`config.mk`:
```
export PLATFORM = sky130hd
export DESIGN_NAME = ascii_decimal_integer_parser
export DESIGN_NICKNAME = d
export VERILOG_FILES = /design/src/hw/rtl/adip_pkg.sv /design/src/hw/rtl/ascii_decimal_integer_parser.sv /design/src/hw/rtl/adip_parse.sv
export SDC_FILE = /design/constraint.sdc
export NUM_CORES = 1
export LEC_CHECK = 0
export BUFFER_PORTS_ARGS = -buffer_cell sky130_fd_sc_hd__buf_4
export CORE_ASPECT_RATIO = 1.5
export CORE_MARGIN = 10
export CORE_UTILIZATION = 35
export CTS_BUF_LIST = sky130_fd_sc_hd__clkbuf_16
export DETAILED_ROUTE_END_ITERATION = 16
export PLACE_DENSITY = 0.54
export RECOVER_POWER = 50
export SYNTH_ARGS = -nofsm -noshare
export SYNTH_HDL_FRONTEND = slang
export SYNTH_SLANG_ARGS = --single-unit
```
`constraint.sdc`:
```
create_clock -name clk -period 8.97 [get_ports clk]
set_clock_uncertainty 0.1 [all_clocks]
set_input_delay 0.897 -clock clk [delete_from_list [all_inputs] [get_ports clk]]
set_output_delay 0.897 -clock clk [all_outputs]
set_load 0.005 [all_outputs]
```
`src/hw/rtl/adip_pkg.sv`:
```
// Shared constants and types for the ASCII decimal integer parser.
// No dependencies; imported by adip_parse, ascii_decimal_integer_parser and tb_top.
package adip_pkg;

  localparam int VALUE_WIDTH_DEF = 32;
  localparam int OUT_WIDTH       = 32;
  localparam int NARROW_WIDTH    = 16;

  localparam logic [7:0] CH_ZERO  = 8'h30;
  localparam logic [7:0] CH_NINE  = 8'h39;
  localparam logic [7:0] CH_SPACE = 8'h20;
  localparam logic [7:0] CH_MINUS = 8'h2D;
  localparam logic [7:0] CH_PLUS  = 8'h2B;

  typedef struct packed {
    logic signed [OUT_WIDTH-1:0] value;
    logic [7:0]                  terminator;
    logic                        had_digits;
  } result_t;

endpackage

```
`src/hw/rtl/ascii_decimal_integer_parser.sv`:
```
// Top level of the ASCII decimal integer parser: config register and result register.
// Depends on adip_pkg and adip_parse.
//
// Usage:
//   Input channel (in_valid/in_ready/in_char_code) carries one character per
//   transaction. Leading spaces are skipped, then an optional '-' and an
//   optional '+', then decimal digits. The first character that does not fit
//   ends the number and produces one output transaction (out_value,
//   out_terminator, out_had_digits); other characters produce none.
//   cfg_we/cfg_wdata write narrow_mode (1: result truncated to signed 16 bits).
//   A terminating character passes through the input register, then the result
//   register, before it appears on the output.
//   Throughput: one character per cycle unless a terminator waits behind a held
//   result; the single-pass step logic between the two registers sets this.
//   A stalled receiver holds the result register; the input register still
//   drains characters that produce no result, and in_ready falls only when a
//   terminator waits behind a held result.
//   Reset (rst_n low, synchronous) clears the parser state, both valid flags
//   and narrow_mode.
module ascii_decimal_integer_parser #(
  parameter int VALUE_WIDTH = adip_pkg::VALUE_WIDTH_DEF
) (
  input  logic                                  clk,
  input  logic                                  rst_n,
  input  logic                                  in_valid,
  output logic                                  in_ready,
  input  logic [7:0]                            in_char_code,
  output logic                                  out_valid,
  input  logic                                  out_ready,
  output logic signed [adip_pkg::OUT_WIDTH-1:0] out_value,
  output logic [7:0]                            out_terminator,
  output logic                                  out_had_digits,
  input  logic                                  cfg_we,
  input  logic                                  cfg_wdata
);
  import adip_pkg::*;

  logic    narrow_mode_r;
  logic    out_valid_r;
  result_t out_r;
  result_t res;
  logic    res_load;
  logic    res_free;

  assign res_free = !out_valid_r || out_ready;

  adip_parse #(
    .VALUE_WIDTH(VALUE_WIDTH)
  ) u_parse (
    .clk         (clk),
    .rst_n       (rst_n),
    .in_valid    (in_valid),
    .in_char_code(in_char_code),
    .in_ready    (in_ready),
    .narrow_mode (narrow_mode_r),
    .res_free    (res_free),
    .res_load    (res_load),
    .res         (res)
  );

  always_ff @(posedge clk) begin
    if (!rst_n) begin
      narrow_mode_r <= 1'b0;
      out_valid_r   <= 1'b0;
    end else begin
      if (cfg_we) begin
        narrow_mode_r <= cfg_wdata;
      end
      if (res_free) begin
        out_valid_r <= res_load;
      end
    end
  end

  always_ff @(posedge clk) begin
    if (res_load) begin
      out_r <= res;
    end
  end

  assign out_valid      = out_valid_r;
  assign out_value      = out_r.value;
  assign out_terminator = out_r.terminator;
  assign out_had_digits = out_r.had_digits;

  a_no_digits_zero: assert property (@(posedge clk) disable iff (!rst_n)
    out_valid && !out_had_digits |-> out_value == '0)
    else $error("result without digits is not zero");

  a_narrow_range: assert property (@(posedge clk) disable iff (!rst_n)
    out_valid && narrow_mode_r |->
      (out_value[OUT_WIDTH-1:NARROW_WIDTH-1] == '0) ||
      (out_value[OUT_WIDTH-1:NARROW_WIDTH-1] == '1))
    else $error("narrow result outside signed 16-bit range");

  a_stall_cause: assert property (@(posedge clk) disable iff (!rst_n)
    !in_ready |-> out_valid && !out_ready)
    else $error("input stalled without a held result");

endmodule

```
`src/hw/rtl/adip_parse.sv`:
```
// Input register, parser state and single-pass next-state and result logic.
// Depends on adip_pkg.
module adip_parse #(
  parameter int VALUE_WIDTH = adip_pkg::VALUE_WIDTH_DEF
) (
  input  logic             clk,
  input  logic             rst_n,
  input  logic             in_valid,
  input  logic [7:0]       in_char_code,
  output logic             in_ready,
  input  logic             narrow_mode,
  input  logic             res_free,
  output logic             res_load,
  output adip_pkg::result_t res
);
  import adip_pkg::*;

  typedef enum logic [1:0] {
    PH_SKIP,
    PH_MINUS,
    PH_SIGNED,
    PH_DIGITS
  } phase_t;

  phase_t                 phase_r, phase_nxt;
  logic                   neg_r, neg_nxt;
  logic [VALUE_WIDTH-1:0] acc_r, acc_nxt;
  logic                   in_valid_r;
  logic [7:0]             char_r;

  logic                   is_digit;
  logic [3:0]             digit;
  logic [VALUE_WIDTH-1:0] acc_x10_d;
  logic [VALUE_WIDTH-1:0] wrapped;
  logic [OUT_WIDTH-1:0]   full_val;
  logic [OUT_WIDTH-1:0]   sel_val;
  logic                   fin;
  logic                   adv;

  assign is_digit  = (char_r >= CH_ZERO) && (char_r <= CH_NINE);
  assign digit     = 4'(char_r - CH_ZERO);
  assign acc_x10_d = {acc_r[VALUE_WIDTH-4:0], 3'b000} + {acc_r[VALUE_WIDTH-2:0], 1'b0}
                     + VALUE_WIDTH'(digit);
  assign wrapped   = neg_r ? (VALUE_WIDTH'(0) - acc_r) : acc_r;

  generate
    if (VALUE_WIDTH >= OUT_WIDTH) begin : g_trunc
      assign full_val = wrapped[OUT_WIDTH-1:0];
    end else begin : g_sext
      assign full_val = {{(OUT_WIDTH-VALUE_WIDTH){wrapped[VALUE_WIDTH-1]}}, wrapped};
    end
  endgenerate

  assign sel_val = narrow_mode
                   ? {{(OUT_WIDTH-NARROW_WIDTH){full_val[NARROW_WIDTH-1]}},
                      full_val[NARROW_WIDTH-1:0]}
                   : full_val;

  always_comb begin
    phase_nxt = phase_r;
    neg_nxt   = neg_r;
    acc_nxt   = acc_r;
    fin       = 1'b0;
    if (is_digit) begin
      acc_nxt   = acc_x10_d;
      phase_nxt = PH_DIGITS;
    end else begin
      unique case (phase_r)
        PH_SKIP: begin
          if (char_r == CH_MINUS) begin
            neg_nxt   = 1'b1;
            phase_nxt = PH_MINUS;
          end else if (char_r == CH_PLUS) begin
            phase_nxt = PH_SIGNED;
          end else if (char_r != CH_SPACE) begin
            fin = 1'b1;
          end
        end
        PH_MINUS: begin
          if (char_r == CH_PLUS) begin
            phase_nxt = PH_SIGNED;
          end else begin
            fin = 1'b1;
          end
        end
        default: begin
          fin = 1'b1;
        end
      endcase
    end
    if (fin) begin
      phase_nxt = PH_SKIP;
      neg_nxt   = 1'b0;
      acc_nxt   = '0;
    end
  end

  assign adv      = in_valid_r && (!fin || res_free);
  assign res_load = in_valid_r && fin && res_free;
  assign in_ready = !in_valid_r || adv;

  assign res.value      = sel_val;
  assign res.terminator = char_r;
  assign res.had_digits = (phase_r == PH_DIGITS);

  always_ff @(posedge clk) begin
    if (!rst_n) begin
      phase_r    <= PH_SKIP;
      neg_r      <= 1'b0;
      acc_r      <= '0;
      in_valid_r <= 1'b0;
    end else begin
      if (adv) begin
        phase_r <= phase_nxt;
        neg_r   <= neg_nxt;
        acc_r   <= acc_nxt;
      end
      if (in_ready) begin
        in_valid_r <= in_valid;
      end
    end
  end

  always_ff @(posedge clk) begin
    if (in_ready) begin
      char_r <= in_char_code;
    end
  end

endmodule

```
==> key figures <==
Run status
  – Status: finished, violations left
  – Failing checks: capacitance limit, slew limit

Setup path
  – Crit path kind: reg -> reg
  – CP max FO: 26
  – Critical Path AT: between 3 and 4 ns
  – Critical path launch point: u_parse.char_r[1]$_DFFE_PP_
  – RR Endpoint: out_value[14]$_DFFE_PP_
  – Setup crit end: out_value[14]$_DFFE_PP_
  – Slowest cell on crit path: nor2_1
  – R2r startpoint: u_parse.char_r[1]$_DFFE_PP_
  – Crit path launch type: flip-flop
  – Largest stage delay on the critical path: roughly 1.3 ns
  – R2R Setup Slk: 5.37 ns
  – Worst R2R Path Depth: 6
  – Worst path required time: approximately 9 ns
  – Critical Path Sink Type: flip-flop
  – Critical path cell sequence: xnor2_1, o21ai_0, a21oi_1, nand3_1, nor2_1, buf_4

Yosys
  – Post-synth EDFFs: just under 50
  – Yosys cell types: 66
  – Synth warnings: 0
  – Ys async rst share: 0
  – Seq cells post-synth: 87
  – Syn nets: approximately 650
  – Avg Inst Size Synth: between 9 and 10 um2
  – Netlist Area Pre-Place: 0.00564 mm2
  – Ys flop type: edfxtp_1
  – Post-synthesis cell count: roughly 580
  – Part of the Yosys area used for sequential elements: 0.396

Timing
  – Final hold violations: 0
  – Slew headroom: -0.116
  – Setup slack after layout: about 5.4 ns
  – Final TNS setup: 0 ns
  – Fmax achieved: ~280 MHz
  – RSZ-0062 raised after global routing: no
  – Setup violators final: 0
  – Slew Limit Fails: 17
  – Crit path time final: 3.60 ns
  – Worst Tran Pin Value: ~1.7 ns
  – Tcrit/Tclk final: 0.401

Route
  – DR DRC count: 0
  – First-pass detailed-route iteration total: 4
  – Starting DRT DRC Count: roughly 240
  – WL/cell: around 18 um
  – Vias: around 4500
  – DRT Wirelength: around 15000 um
  – Via density: around 5.4
  – Antenna Nets Post-Route: 0

Global route
  – First-pass GRT wire length: around 24000 um
  – Initial antenna violation count: 0
  – Gr ovfl total: 0
  – All-Layer GR Usage: 0.139
  – Vias in the first global route: ~4600
  – Largest net degree at the start of global routing: 35

Job
  – Max-Cap Viols: 1

Clock tree
  – Clock Root Buffer: clkbuf_16
  – TritonCTS buffer count: 9
  – Cts hold-fix bufs: 0
  – Clock transition at path regs: approximately 0.07 ns
  – # Post-CTS Setup Buffers: 0
  – Post-CTS Resized: 0
  – Clock sinks: 87
  – TritonCTS clock tree: done
  – Worst-skew pair later-pin latency: 0.35 ns
  – Longest Clk Path Bufs: 2
  – Htree depth: 3

Final layout
  – Layout cell share with drive strength beyond 1: 0.0939
  – Fin cells: between 800 and 900
  – ANT cells: 0
  – Final core utilization: 0.409
  – Area grow syn2layout: 14.4%
  – NumNets Final: approximately 700

Placed design
  – Placed insts: roughly 800
  – Dpl hpwl: ~12000 um
  – RePlAce Congestion: ~0.90
  – Pre-CTS WS: ~5.4 ns
  – IO Port Bufs: 56

Floorplanning
  – Row cnt: 56
  – Die Width: 124 um
  – Die Span Y: 175 um
  – # IOs: 57
  – Die area: approximately 0.022 mm2
  – Starting Density: 0.358
  – Core Area: approximately 0.016 mm2

Pwr
  – PwrDens: 139 mW/mm2
  – Leak: between 2 and 3 nW
  – VDD IR max: 0.000109 V

Min path
  – Hold Path Stages: 0
  – HP Class: reg -> reg
==> sequential cells by signal (all words and copies together) (netlist names) <==
name / count
out_value: 32
u_parse.acc_r: 32
out_terminator: 8
u_parse.char_r: 8
u_parse.phase_r: 2
narrow_mode_r: 1
out_had_digits: 1
out_valid: 1
u_parse.in_valid_r: 1
u_parse.neg_r: 1
==> metal layers <==
layer | track usage | vias to the layer above | part of all wire
met2 | 0.260 | 78 | 0.55
met5 | 0 | - | 0
met1 | 0.147 | 2158 | 0.39
met4 | 0.0599 | 0 | 0.028
li1 | - | 2244 | -
met3 | 0.0202 | 27 | 0.030
==> critical path, delay by kind of cell (launching register included) <==
kind	cells	cell delay, ns
xor gates and xnor gates	1	0.20
buffers and inverters	1	0.51
DFF	1	0.52
and+or+nand+nor	2	1.44
AOI/OAI and AO/OA	2	0.47
==> stage by stage <==
step	power (W)	cell area (um2)	hold WS, ns
3_3_place_gp	0.000493	6220	0.348
2_1_floorplan	0.000468	5640	0.332
6_report	0.000895	6450	0.377
3_5_place_dp	0.000494	6220	0.360
5_1_grt	0.000922	6450	0.404
4_1_cts	0.000909	6550	0.379
==> cell usage in the layout (no fill, tap or decap), drive strengths merged, types with 7 or more instances in the layout <==
cell type  instances
nor3              11
xor2              21
o31ai             12
xnor2             35
clkbuf            61
a31oi              7
dfxtp             38
nand3             13
a21boi             7
edfxtp            49
o21ai             49
nand4             10
a21oi             49
nor2b             17
nand2             54
nor2              24
a22oi             12
inv               16
ha                59
==> layout make-up <==
type,instances,area (um2)
Tap cell,203,254
Clock buffer,9,225
Timing Repair Buffer,58,353
Sequential cell,87,2230
Multi-Input combinational cell,454,3240
Fill cell,1601,9320
Clock inverter,7,97.6
Inverter,13,48.8
==> where the power goes <==
group	switching [W]	internal, W
clock network	0.000169	0.000246
registers	0.00000634	0.000433
logic	0.0000246	0.0000159
total	0.000200	0.000695
==> worst min path at each step <==
stage	to	start	slack, ns
finish	out_terminator[5]$_DFFE_PP_	u_parse.char_r[5]$_DFFE_PP_	0.38
CTS	out_terminator[5]$_DFFE_PP_	u_parse.char_r[5]$_DFFE_PP_	0.38
global route	out_terminator[5]$_DFFE_PP_	u_parse.char_r[5]$_DFFE_PP_	0.40
global placement	out_terminator[5]$_DFFE_PP_	u_parse.char_r[5]$_DFFE_PP_	0.35
floorplan	out_terminator[5]$_DFFE_PP_	u_parse.char_r[5]$_DFFE_PP_	0.33
detailed placement	out_terminator[5]$_DFFE_PP_	u_parse.char_r[5]$_DFFE_PP_	0.36
==> cell usage after synthesis (all sizes together), types with 2 or more instances <==
| cell type | n | area share |
|---|---|---|
| o21a | 3 | 0.0040 |
| o31ai | 12 | 0.018 |
| o21ai | 49 | 0.043 |
| nor3 | 11 | 0.012 |
| and4 | 2 | 0.0031 |
| a21oi | 49 | 0.043 |
| edfxtp | 49 | 0.26 |
| o211ai | 3 | 0.0040 |
| and2 | 6 | 0.0071 |
| xor2 | 21 | 0.033 |
| a22oi | 12 | 0.016 |
| nand3 | 13 | 0.012 |
| o21bai | 3 | 0.0040 |
| a31oi | 7 | 0.0078 |
| o41ai | 3 | 0.0047 |
| nand2 | 54 | 0.036 |
| nand2b | 2 | 0.0022 |
| nor2 | 24 | 0.016 |
| or4 | 5 | 0.0073 |
| buf | 5 | 0.0053 |
| and3 | 4 | 0.0044 |
| xnor2 | 35 | 0.054 |
| a21boi | 7 | 0.0093 |
| mux2i | 3 | 0.0053 |
| nor3b | 4 | 0.0073 |
| o211a | 2 | 0.0036 |
| nor2b | 17 | 0.019 |
| o31a | 2 | 0.0031 |
| nor4 | 3 | 0.0044 |
| a22o | 2 | 0.0031 |
| fa | 2 | 0.0071 |
| dfxtp | 38 | 0.13 |
| a21o | 5 | 0.0067 |
| nand4 | 10 | 0.014 |
| nand3b | 3 | 0.0040 |
| a211oi | 2 | 0.0027 |
| clkbuf | 19 | 0.015 |
| or3 | 3 | 0.0042 |
| a31o | 2 | 0.0031 |
| ha | 59 | 0.13 |
| inv | 13 | 0.0087 |
==> logic make-up after synthesis <==
group / Yosys count / share of synthesized area
DFF: 87 / 0.396
xor gates and xnor gates: 56 / 0.0870
buffers and inverters: 37 / 0.0286
muxes: 3 / 0.00533
AOI/OAI and AO/OA: 170 / 0.189
and+or+nand+nor: 164 / 0.156
adders and majority gates: 61 / 0.138
Note: power is estimated with default switching activity, not from simulation.
